File: src/rtl/yuvrgb_pkg.sv
package yuvrgb_pkg;

  localparam int unsigned MB_COLUMNS = 11;
  localparam int unsigned MB_ROWS    = 9;

  localparam logic [1:0] REG_X_OFFSET        = 2'd0;
  localparam logic [1:0] REG_Y_OFFSET        = 2'd1;
  localparam logic [1:0] REG_BYTES_PER_PIXEL = 2'd2;
  localparam logic [1:0] REG_LINE_LENGTH     = 2'd3;

  localparam logic [11:0] X_OFFSET_RST        = 12'd0;
  localparam logic [11:0] Y_OFFSET_RST        = 12'd0;
  localparam logic [2:0]  BYTES_PER_PIXEL_RST = 3'd2;
  localparam logic [13:0] LINE_LENGTH_RST     = 14'd352;

  localparam logic signed [10:0] K_Y    = 11'sd298;
  localparam logic signed [10:0] K_RV   = 11'sd409;
  localparam logic signed [10:0] K_GU   = 11'sd100;
  localparam logic signed [10:0] K_GV   = 11'sd208;
  localparam logic signed [10:0] K_BU   = 11'sd516;
  localparam logic signed [19:0] K_RND  = 20'sd128;
  localparam logic [7:0]         CH_MAX = 8'd255;

  typedef logic signed [19:0] chan_sum_t;
  typedef logic [15:0]        rgb565_t;

  function automatic logic [7:0] clamp_channel(input chan_sum_t s);
    logic [7:0] r;
    if (s < 0) begin
      r = 8'd0;
    end else if (s[18:16] != 3'd0) begin
      r = CH_MAX;
    end else begin
      r = s[15:8];
    end
    return r;
  endfunction

  function automatic rgb565_t pack_rgb565(input chan_sum_t cy, input chan_sum_t cr,
                                          input chan_sum_t cg, input chan_sum_t cb);
    logic [7:0] r;
    logic [7:0] g;
    logic [7:0] b;
    r = clamp_channel(cy + cr);
    g = clamp_channel(cy + cg);
    b = clamp_channel(cy + cb);
    return {r[7:3], g[7:2], b[7:3]};
  endfunction

endpackage

File: src/rtl/yuv420_macroblock_to_rgb565_unit.sv
// 4:2:0 macroblock to RGB565 converter.
// Input channel (in_valid/in_ready/in_sample): one byte per request, 384 per
// macroblock: four 8x8 luma blocks in quadrant order, 64 U, then 64 V bytes.
// Luma and U bytes are stored in four luma banks (one per pixel parity) and a
// U memory; each V byte reads all five memories at once and yields one quad.
// Output channel (out_valid/out_ready): four RGB565 pixels, the framebuffer
// byte offset of the quad's top-left pixel and a last-quad-of-macroblock flag.
// A taken V byte's quad passes the memory read, product and output registers.
// Throughput is one byte per cycle; luma and U bytes are always taken, V bytes
// whenever the pipeline has room, so a stalled receiver holds back only V bytes
// once three quads wait. Configuration (cfg_we/cfg_index/cfg_wdata) must be
// written only while the block idles; the block does not check it.
// Reset returns to the first byte of the top-left macroblock and loads the
// register defaults; stored samples are not cleared and need not be.
module yuv420_macroblock_to_rgb565_unit
  import yuvrgb_pkg::*;
(
  input  logic        clk,
  input  logic        rst_n,
  input  logic        cfg_we,
  input  logic [1:0]  cfg_index,
  input  logic [13:0] cfg_wdata,
  input  logic        in_valid,
  output logic        in_ready,
  input  logic [7:0]  in_sample,
  output logic        out_valid,
  input  logic        out_ready,
  output logic [26:0] out_quad_address,
  output logic [15:0] out_pixel_top_left,
  output logic [15:0] out_pixel_top_right,
  output logic [15:0] out_pixel_bottom_left,
  output logic [15:0] out_pixel_bottom_right,
  output logic        out_macroblock_end
);

  logic [11:0] x_offset_r;
  logic [11:0] y_offset_r;
  logic [2:0]  bytes_per_pixel_r;
  logic [13:0] line_length_r;

  logic [8:0]  sample_index_r;
  logic [8:0]  sample_index_nxt;
  logic [3:0]  mb_col_r;
  logic [3:0]  mb_col_nxt;
  logic [3:0]  mb_row_r;
  logic [3:0]  mb_row_nxt;

  logic        luma_phase;
  logic        u_phase;
  logic        v_phase;
  logic        in_fire;
  logic        v_fire;
  logic        last_quad;
  logic [5:0]  quad_idx;
  logic [1:0]  wr_bank;
  logic [5:0]  wr_addr;
  logic [12:0] px;
  logic [12:0] py;

  logic        s1_valid_r;
  logic        s2_valid_r;
  logic        out_valid_r;
  logic        out_free;
  logic        s2_free;
  logic        s1_free;

  logic [7:0]  luma_rd_r [4];
  logic [7:0]  u_rd_r;
  logic [7:0]  u_mem [64];
  logic [7:0]  v_r;
  logic [12:0] px_r;
  logic [12:0] py_r;
  logic        last_s1_r;

  logic signed [9:0] yc [4];
  logic signed [8:0] d_s1;
  logic signed [8:0] e_s1;

  chan_sum_t   cy_r [4];
  chan_sum_t   cr_r;
  chan_sum_t   cg_r;
  chan_sum_t   cb_r;
  logic [15:0] ax_r;
  logic [26:0] ay_r;
  logic        last_s2_r;

  logic [26:0] quad_address_r;
  rgb565_t     pix_r [4];
  logic        mb_end_r;

  always_ff @(posedge clk) begin
    if (!rst_n) begin
      x_offset_r        <= X_OFFSET_RST;
      y_offset_r        <= Y_OFFSET_RST;
      bytes_per_pixel_r <= BYTES_PER_PIXEL_RST;
      line_length_r     <= LINE_LENGTH_RST;
    end else if (cfg_we) begin
      case (cfg_index)
        REG_X_OFFSET:        x_offset_r        <= cfg_wdata[11:0];
        REG_Y_OFFSET:        y_offset_r        <= cfg_wdata[11:0];
        REG_BYTES_PER_PIXEL: bytes_per_pixel_r <= cfg_wdata[2:0];
        REG_LINE_LENGTH:     line_length_r     <= cfg_wdata;
        default: ;
      endcase
    end
  end

  assign luma_phase = ~sample_index_r[8];
  assign u_phase    = sample_index_r[8:6] == 3'b100;
  assign v_phase    = sample_index_r[8:6] == 3'b101;
  assign quad_idx   = sample_index_r[5:0];
  assign last_quad  = v_phase && (quad_idx == 6'd63);

  assign out_free = ~out_valid_r | out_ready;
  assign s2_free  = ~s2_valid_r | out_free;
  assign s1_free  = ~s1_valid_r | s2_free;

  assign in_ready = ~v_phase | s1_free;
  assign in_fire  = in_valid & in_ready;
  assign v_fire   = in_fire & v_phase;

  // Bank by pixel parity so each quad reads one entry from every bank.
  assign wr_bank = {sample_index_r[3], sample_index_r[0]};
  assign wr_addr = {sample_index_r[7], sample_index_r[5:4], sample_index_r[6],
                    sample_index_r[2:1]};

  assign px = 13'({mb_col_r, quad_idx[2:0], 1'b0}) + 13'(x_offset_r);
  assign py = 13'({mb_row_r, quad_idx[5:3], 1'b0}) + 13'(y_offset_r);

  always_comb begin
    sample_index_nxt = sample_index_r;
    mb_col_nxt       = mb_col_r;
    mb_row_nxt       = mb_row_r;
    if (in_fire) begin
      if (last_quad) begin
        sample_index_nxt = 9'd0;
        if (mb_col_r == 4'(MB_COLUMNS - 1)) begin
          mb_col_nxt = 4'd0;
          mb_row_nxt = (mb_row_r == 4'(MB_ROWS - 1)) ? 4'd0 : mb_row_r + 4'd1;
        end else begin
          mb_col_nxt = mb_col_r + 4'd1;
        end
      end else begin
        sample_index_nxt = sample_index_r + 9'd1;
      end
    end
  end

  always_ff @(posedge clk) begin
    if (!rst_n) begin
      sample_index_r <= 9'd0;
      mb_col_r       <= 4'd0;
      mb_row_r       <= 4'd0;
    end else begin
      sample_index_r <= sample_index_nxt;
      mb_col_r       <= mb_col_nxt;
      mb_row_r       <= mb_row_nxt;
    end
  end

  for (genvar b = 0; b < 4; b++) begin : g_luma_bank
    logic [7:0] mem [64];

    always_ff @(posedge clk) begin
      if (in_fire && luma_phase && (wr_bank == 2'(b))) begin
        mem[wr_addr] <= in_sample;
      end
    end

    always_ff @(posedge clk) begin
      if (v_fire) begin
        luma_rd_r[b] <= mem[quad_idx];
      end
    end
  end

  always_ff @(posedge clk) begin
    if (in_fire && u_phase) begin
      u_mem[quad_idx] <= in_sample;
    end
  end

  always_ff @(posedge clk) begin
    if (v_fire) begin
      u_rd_r    <= u_mem[quad_idx];
      v_r       <= in_sample;
      px_r      <= px;
      py_r      <= py;
      last_s1_r <= last_quad;
    end
  end

  always_comb begin
    for (int p = 0; p < 4; p++) begin
      yc[p] = $signed({2'b00, luma_rd_r[p]}) - 10'sd16;
    end
    d_s1 = $signed({1'b0, u_rd_r}) - 9'sd128;
    e_s1 = $signed({1'b0, v_r}) - 9'sd128;
  end

  always_ff @(posedge clk) begin
    if (s1_valid_r && s2_free) begin
      for (int p = 0; p < 4; p++) begin
        cy_r[p] <= chan_sum_t'(yc[p] * K_Y);
      end
      cr_r      <= chan_sum_t'(e_s1 * K_RV) + K_RND;
      cg_r      <= K_RND - chan_sum_t'(d_s1 * K_GU) - chan_sum_t'(e_s1 * K_GV);
      cb_r      <= chan_sum_t'(d_s1 * K_BU) + K_RND;
      ax_r      <= 16'(px_r * bytes_per_pixel_r);
      ay_r      <= 27'(py_r * line_length_r);
      last_s2_r <= last_s1_r;
    end
  end

  always_ff @(posedge clk) begin
    if (s2_valid_r && out_free) begin
      quad_address_r <= 27'(ax_r) + ay_r;
      for (int p = 0; p < 4; p++) begin
        pix_r[p] <= pack_rgb565(cy_r[p], cr_r, cg_r, cb_r);
      end
      mb_end_r <= last_s2_r;
    end
  end

  always_ff @(posedge clk) begin
    if (!rst_n) begin
      s1_valid_r  <= 1'b0;
      s2_valid_r  <= 1'b0;
      out_valid_r <= 1'b0;
    end else begin
      if (v_fire) begin
        s1_valid_r <= 1'b1;
      end else if (s2_free) begin
        s1_valid_r <= 1'b0;
      end
      if (s2_free) begin
        s2_valid_r <= s1_valid_r;
      end
      if (out_free) begin
        out_valid_r <= s2_valid_r;
      end
    end
  end

  assign out_valid              = out_valid_r;
  assign out_quad_address       = quad_address_r;
  assign out_pixel_top_left     = pix_r[0];
  assign out_pixel_top_right    = pix_r[1];
  assign out_pixel_bottom_left  = pix_r[2];
  assign out_pixel_bottom_right = pix_r[3];
  assign out_macroblock_end     = mb_end_r;

  a_ready_only_v: assert property (@(posedge clk) disable iff (!rst_n)
    !in_ready |-> v_phase && s1_valid_r && s2_valid_r && out_valid_r)
    else $error("input held off outside a full pipeline in V phase");

  a_grid_range: assert property (@(posedge clk) disable iff (!rst_n)
    (mb_col_r < 4'(MB_COLUMNS)) && (mb_row_r < 4'(MB_ROWS)))
    else $error("macroblock position outside grid");

  a_wrap: assert property (@(posedge clk) disable iff (!rst_n)
    in_fire && last_quad |=> sample_index_r == 9'd0)
    else $error("sample index not restarted after last quad");

  a_s1_hold: assert property (@(posedge clk) disable iff (!rst_n)
    s1_valid_r && !s2_free |=> s1_valid_r && $stable(v_r) && $stable(px_r))
    else $error("stalled quad lost in first stage");

  a_no_overrun: assert property (@(posedge clk) disable iff (!rst_n)
    s2_valid_r && !out_free |=> s2_valid_r && $stable(ax_r) && $stable(cr_r))
    else $error("stalled quad lost in product stage");

endmodule
File: config.mk
export PLATFORM = sky130hd
export DESIGN_NAME = yuv420_macroblock_to_rgb565_unit
export DESIGN_NICKNAME = d
export VERILOG_FILES = /design/src/rtl/yuvrgb_pkg.sv /design/src/rtl/yuv420_macroblock_to_rgb565_unit.sv
export SDC_FILE = /design/constraint.sdc
export NUM_CORES = 2
export LEC_CHECK = 0
export BUFFER_PORTS_ARGS = -buffer_cell sky130_fd_sc_hd__buf_2
export CAP_MARGIN = 20
export CELL_PAD_IN_SITES_DETAIL_PLACEMENT = 1
export CELL_PAD_IN_SITES_GLOBAL_PLACEMENT = 2
export CORE_AREA = 4 4 554 556
export CTS_CLUSTER_SIZE = 16
export DETAILED_ROUTE_END_ITERATION = 10
export DIE_AREA = 0 0 558 560
export HOLD_SLACK_MARGIN = 0.05
export PLACE_DENSITY = 0.86
export RECOVER_POWER = 25
export SLEW_MARGIN = 15
export SYNTH_ARGS = -nofsm -noshare
export SYNTH_HDL_FRONTEND = slang
export SYNTH_SLANG_ARGS = --single-unit
File: constraint.sdc
create_clock -name clk -period 18.32 [get_ports clk]
set_input_delay 0.916 -clock clk [delete_from_list [all_inputs] [get_ports clk]]
set_output_delay 0.916 -clock clk [all_outputs]
set_load 0.01 [all_outputs]
; ---- After elaboration in Yosys (flattened, before gate mapping)
; Memories as Yosys holds them, arrays and structs flattened. A register that Yosys moved wholly into a read port is not among the register bits.
; Index checks and enable logic that the tools add are counted.
[op_classes]
addsub = 28
n_mul = 10
order_cmp = 12
n_eq_ne = 11
muxes = 65
bitwise_logic = 11
n_reduce_logical = 30
[op_table]
columns = cell, n
row1 = $mux 8, 36
row2 = $add 20x20->20, 12
row3 = $lt 20x1->1 const B, 12
row4 = $mul 9x9->18 const B, 5
row5 = $mux 6, 8
row6 = $reduce_bool 3->1, 12
row7 = $sub 8x5->9 const B, 4
row8 = $add 16x27->27, 1
row9 = $mul 13x14->27, 1
row10 = $add 8x12->13, 2
row11 = $add 19x9->20 const B, 1
row12 = $add 20x9->20 const B, 1
row13 = $mul 9x10->19 const B, 1
row14 = $sub 18x18->19, 1
row15 = $mux 1, 18
row16 = $sub 8x8->9 const B, 2
row17 = $sub 9x17->18 const A, 1
row18 = $mul 13x3->16, 1
row19 = $mul 9x6->15 const B, 1
row20 = $mul 9x5->14 const B, 1
row21 = $reduce_and 2->1, 5
row22 = $add 9x1->9 const B, 1
row23 = $logic_and 1x1->1, 9
row24 = $mux 9, 1
row25 = 13 further kinds, 30
[totals]
regBits = 228
ramBits = 2732
output_inout_bits = 94
elab_cells = 197
n_memories = 8
[memory_table]
columns = memory, words, word_bits, rd, rd_ports_with_merged_regs, write_ports, line_no
row1 = g_luma_bank[0].mem, 64, 8, 1, 1, 1, yuv420_macroblock_to_rgb565_unit.sv:162  ; logic [7:0] mem [64];
row2 = g_luma_bank[1].mem, 64, 8, 1, 1, 1, yuv420_macroblock_to_rgb565_unit.sv:162
row3 = g_luma_bank[2].mem, 64, 8, 1, 1, 1, yuv420_macroblock_to_rgb565_unit.sv:162
row4 = g_luma_bank[3].mem, 64, 8, 1, 1, 1, yuv420_macroblock_to_rgb565_unit.sv:162
row5 = u_mem, 64, 8, 1, 1, 1, yuv420_macroblock_to_rgb565_unit.sv:69  ; logic [7:0] u_mem [64];
row6 = cy_r, 4, 19, 4, 0, 4, yuv420_macroblock_to_rgb565_unit.sv:79  ; chan_sum_t cy_r [4];
row7 = 2 more memories, --, --, --, --, --, --

; ---- Longest topological paths before layout
[logic_depth]
ltp_word = 10
ltp_mapped = 23

; ---- Worst setup path after synthesis
; No wires, ideal clock.
[synth_path]
path_kind = input port to flip-flop
startpoint = input out_ready
endpoint = register ax_r[0], enable pin
setup_time_ns = 0.957
arrival_time_ns = 13.185
t_required_ns = 17.363
setup_slack_ns = 4.179
stages = 2
cell_sequence = nor2b_1 -> a21boi_0
[synth_between]
elab_chain_cells = 3
[synth_rtl]
columns = item, line_no
row1 = start: declaration, yuv420_macroblock_to_rgb565_unit.sv:27  ; input logic out_ready,
row2 = $or 1x1->1, yuv420_macroblock_to_rgb565_unit.sv:114  ; assign out_free = ~out_valid_r | out_ready;
row3 = $or 1x1->1, yuv420_macroblock_to_rgb565_unit.sv:115  ; assign s2_free = ~s2_valid_r | out_free;
row4 = $logic_and 1x1->1, yuv420_macroblock_to_rgb565_unit.sv:202  ; if (s1_valid_r && s2_free) begin
row5 = end signal: assignment, yuv420_macroblock_to_rgb565_unit.sv:209  ; ax_r <= 16'(px_r * bytes_per_pixel_r);
row6 = end: declaration, yuv420_macroblock_to_rgb565_unit.sv:83  ; logic [15:0] ax_r;
; Every way passes these cells.
; A chain may end at the register's enable or synchronous reset.

; ---- Worst setup path in the final report
[layout_path]
startpoint = input in_sample[5]
endpoint = memory u_mem[29][5], data pin
[layout_lines]
columns = item, line_no
row1 = start: declaration, yuv420_macroblock_to_rgb565_unit.sv:25  ; input logic [7:0] in_sample,
row2 = end: declaration, yuv420_macroblock_to_rgb565_unit.sv:69
; No word-level cell before the write port.

==> metrics <==
outcome=finished, violations left; failing checks=capacitance limit, slew limit; internal power=11.3 mW; I/O pins=123; Global Route Usage Sum=0.233; # fillers=28112; Tmin final=9.44 ns; Cell Pwr Density=96.7 mW/mm^2; pin count of the biggest net entering global routing=179; Hold Path Cell Cnt=3; reg-to-reg startpoint=py_r[1]; Static Leak=50.8 nW; top cell type's share of synthesized area=0.641; top_reg_cell synth=edfxtp_1; period utilisation layout=0.515; Slowest cell on crit path=clkbuf_1; number of global-route vias before repair=79550; clk sinks=2963; CP cell instances=clkbuf_1, clkbuf_1, clkbuf_1; Syn Inst Count=8047; Synth Cell Area=0.136 sq mm; worst-path fanout max=145; HP Start=cfg_wdata[13]; Initial Util=0.449; H-tree depth=5; core area=0.302 sq mm; Clock power frac=0.429; share of layout cells above drive strength 1=0.168; Crit Path Category=input pin to register; Synth area leaders=edfxtp_1 64%, mux4_2 11%, ha_1 5.9%; Detail Placement HPWL=238000 um; nets=9162; Final Max Slew Viols=1542; most frequent cells in the layout=2896 x edfxtp_1, 692 x mux4_2, 637 x ha_1, 523 x nor2_1, 510 x inv_1; dpl cells=11934; Worst Hold End=line_length_r[13]; Detailed Route WL=366000 um; TNS Setup=0 ns; CP Buf/Inv Count=3; Tot Pwr=14.6 mW; via/cell ratio=5.98; #FFs+latches synth=2963; non-filler cells, final=12504; worst min-delay path class=input pin to register; Synth-to-Final Area Change=11.2%; Critical Path RT=18.47 ns; Die X=558 um; clk buf depth=4; Net Sw Frac=0.223; initial antenna violation count=27; Detail Route Antenna Nets=0; final setup fails=0; TritonCTS Buffers=310; grt total ovfl=0; commonest non-fill, non-tap cell in the layout=edfxtp_1; terminus of the critical flop-to-flop path=ay_r[26]; crit start category=input pin; Slew @ Worst Pin=7.36 ns; Max Clock Freq=106 MHz; max_cap viols=16; post-synth cell types=76; Placer Congestion=0.837; post-CTS sizing=0; yosys warns=0; pre-CTS setup slack=11.91 ns; sequential element share of the synthesized area=0.651; crit path capture type=register; Final Skew=0.0889 ns; Vias=74733; CP peak stage delay=4.73 ns; CP delay by family, top=buffers and inverters; violation count after the first detailed-route iteration=8443; I/O Buffers=122; switching power=3.25 mW; Post-synth EDFFs=2896; final worst setup slack=8.88 ns; DR WL/cell=29.3 um; asr flop ratio synth=0; Crit path top cell by count=clkbuf_1; drt pass-1 iters=6; Post-Route Utilization=0.499; CTS Root Buffer Type=clkbuf_16; Worst EP arrival=9.58 ns; R2R Setup Slk=11.98 ns; syn nets=8932; first-pass GRT wire length=543000 um; peak supply drop=0.0703 mV; setup bufs post-CTS=0; cts hold-fix bufs=0; Row Count=202; Slew headroom=-3.91; clk_lat worst skew=0.94 ns; Logic pwr share=0.058; worst reg-to-reg path cell count=20; CTS tree=built; die area=0.312 sq mm; Reg area=0.0883 sq mm; Synth area leader=edfxtp_1; Die Ht=560 um; Flop pwr share=0.513; drt drc=0; Hold Violations, Final=0; clock slew seen by the registers of the worst setup and hold paths=0.06 ns; area of the multi-input gates=0.0442 sq mm; RSZ-0062 raised after global routing=no; Synth Area per Inst=16.9 sq um
[how the worst max path moves through the flow]
stage | startpoint | end | cells after the start
2_1_floorplan | out_ready | ax_r[0] | 2
3_3_place_gp | py_r[1] | ay_r[26] | 20
3_5_place_dp | py_r[1] | ay_r[26] | 20
4_1_cts | py_r[1] | ay_r[26] | 20
5_1_grt | in_sample[5] | u_mem[29][5] | 3
6_report | in_sample[5] | u_mem[29][5] | 3
[power groups by stage]
stage / sequential [mW] / clock (mW) / combinational (mW)
after detailed placement: 7.61 / 0 / 0.838
after floorplan: 7.59 / 0 / 0.539
after global routing: 7.48 / 6.66 / 0.915
after CTS: 7.47 / 6.34 / 0.849
after global placement: 7.61 / 0 / 0.807
final: 7.48 / 6.25 / 0.846
[layer usage]
metal	wire length, um	track usage
met1	143000	0.316
met2	181000	0.386
met3	29600	0.0387
met4	12800	0.0715
met5	54	0
[cell families (layout without fill, tap and decap cells)]
kind of cell	Yosys count	after routing	synth area share
flops	2963	2963	0.651
simple gates	1411	1411	0.0473
compound gates	909	909	0.0451
fa+ha+maj	856	856	0.0911
buf+inv	824	1299	0.0236
mux	812	812	0.124
xor+xnor	272	272	0.0176
other cells	0	4	0
[worst min-delay path, stage by stage]
cell	delay, ns
buf_2	0.10
nand2_1	0.04
a21boi_0	0.06
[area by class of cell]
| cell class | count | share of cell area |
|---|---|---|
| diodes | 4 | 0.0000664 |
| clock inverters | 186 | 0.0125 |
| well taps | 3978 | 0.0330 |
| flip-flops and latches | 2963 | 0.586 |
| repair buffers | 232 | 0.0101 |
| multi-input cells | 4260 | 0.293 |
| clock buffers | 371 | 0.0532 |
| inverters | 510 | 0.0127 |
[per-stage QoR]
stage               hold slack [ns]  area (sq um)
floorplan                     0.400        136000
global placement              0.420        141000
detailed placement            0.413        141000
CTS                           0.226        151000
global route                  0.279        151000
finish                        0.302        151000
[Yosys cell counts, types with 13 or more instances]
cell type and number:
a22o_1 21, o211ai_1 14, or3_1 18, o22ai_1 19
mux4_2 692, a21boi_0 44, and3_1 21, mux2i_1 80
mux2_2 40, dfxtp_1 67, nand4_1 22, a211oi_1 33
o21ai_0 112, and2_1 120, nor3_1 51, a31oi_1 21
o21bai_1 34, inv_1 510, clkbuf_1 196, buf_2 85
nand2_1 407, nor4_1 13, nor2b_1 84, fa_1 219
a21o_1 67, ha_1 637, nor2_1 530, edfxtp_1 2896
a21oi_1 259, a22oi_1 58, buf_1 33, a221oi_1 48
nor3b_1 15, o31a_1 14, nand2b_1 27, xnor2_1 198
o21a_1 69, xor2_1 74, nand3_1 65
[state kept, by name, indices dropped and copies added, names as in the netlist, 8 cells and up, named ones only]
| register | flops |
|---|---|
| cr_r | 19 |
| luma_rd_r | 32 |
| px_r | 13 |
| ax_r | 16 |
| line_length_r | 14 |
| out_quad_address | 27 |
| v_r | 8 |
| py_r | 13 |
| u_mem | 512 |
| cy_r | 72 |
| ay_r | 27 |
| g_luma_bank.mem | 2048 |
| x_offset_r | 12 |
| sample_index_r | 9 |
| cg_r | 17 |
| cb_r | 17 |
| pix_r | 64 |
| u_rd_r | 8 |
| y_offset_r | 12 |
No activity file was read; power rests on OpenSTA's default activity.
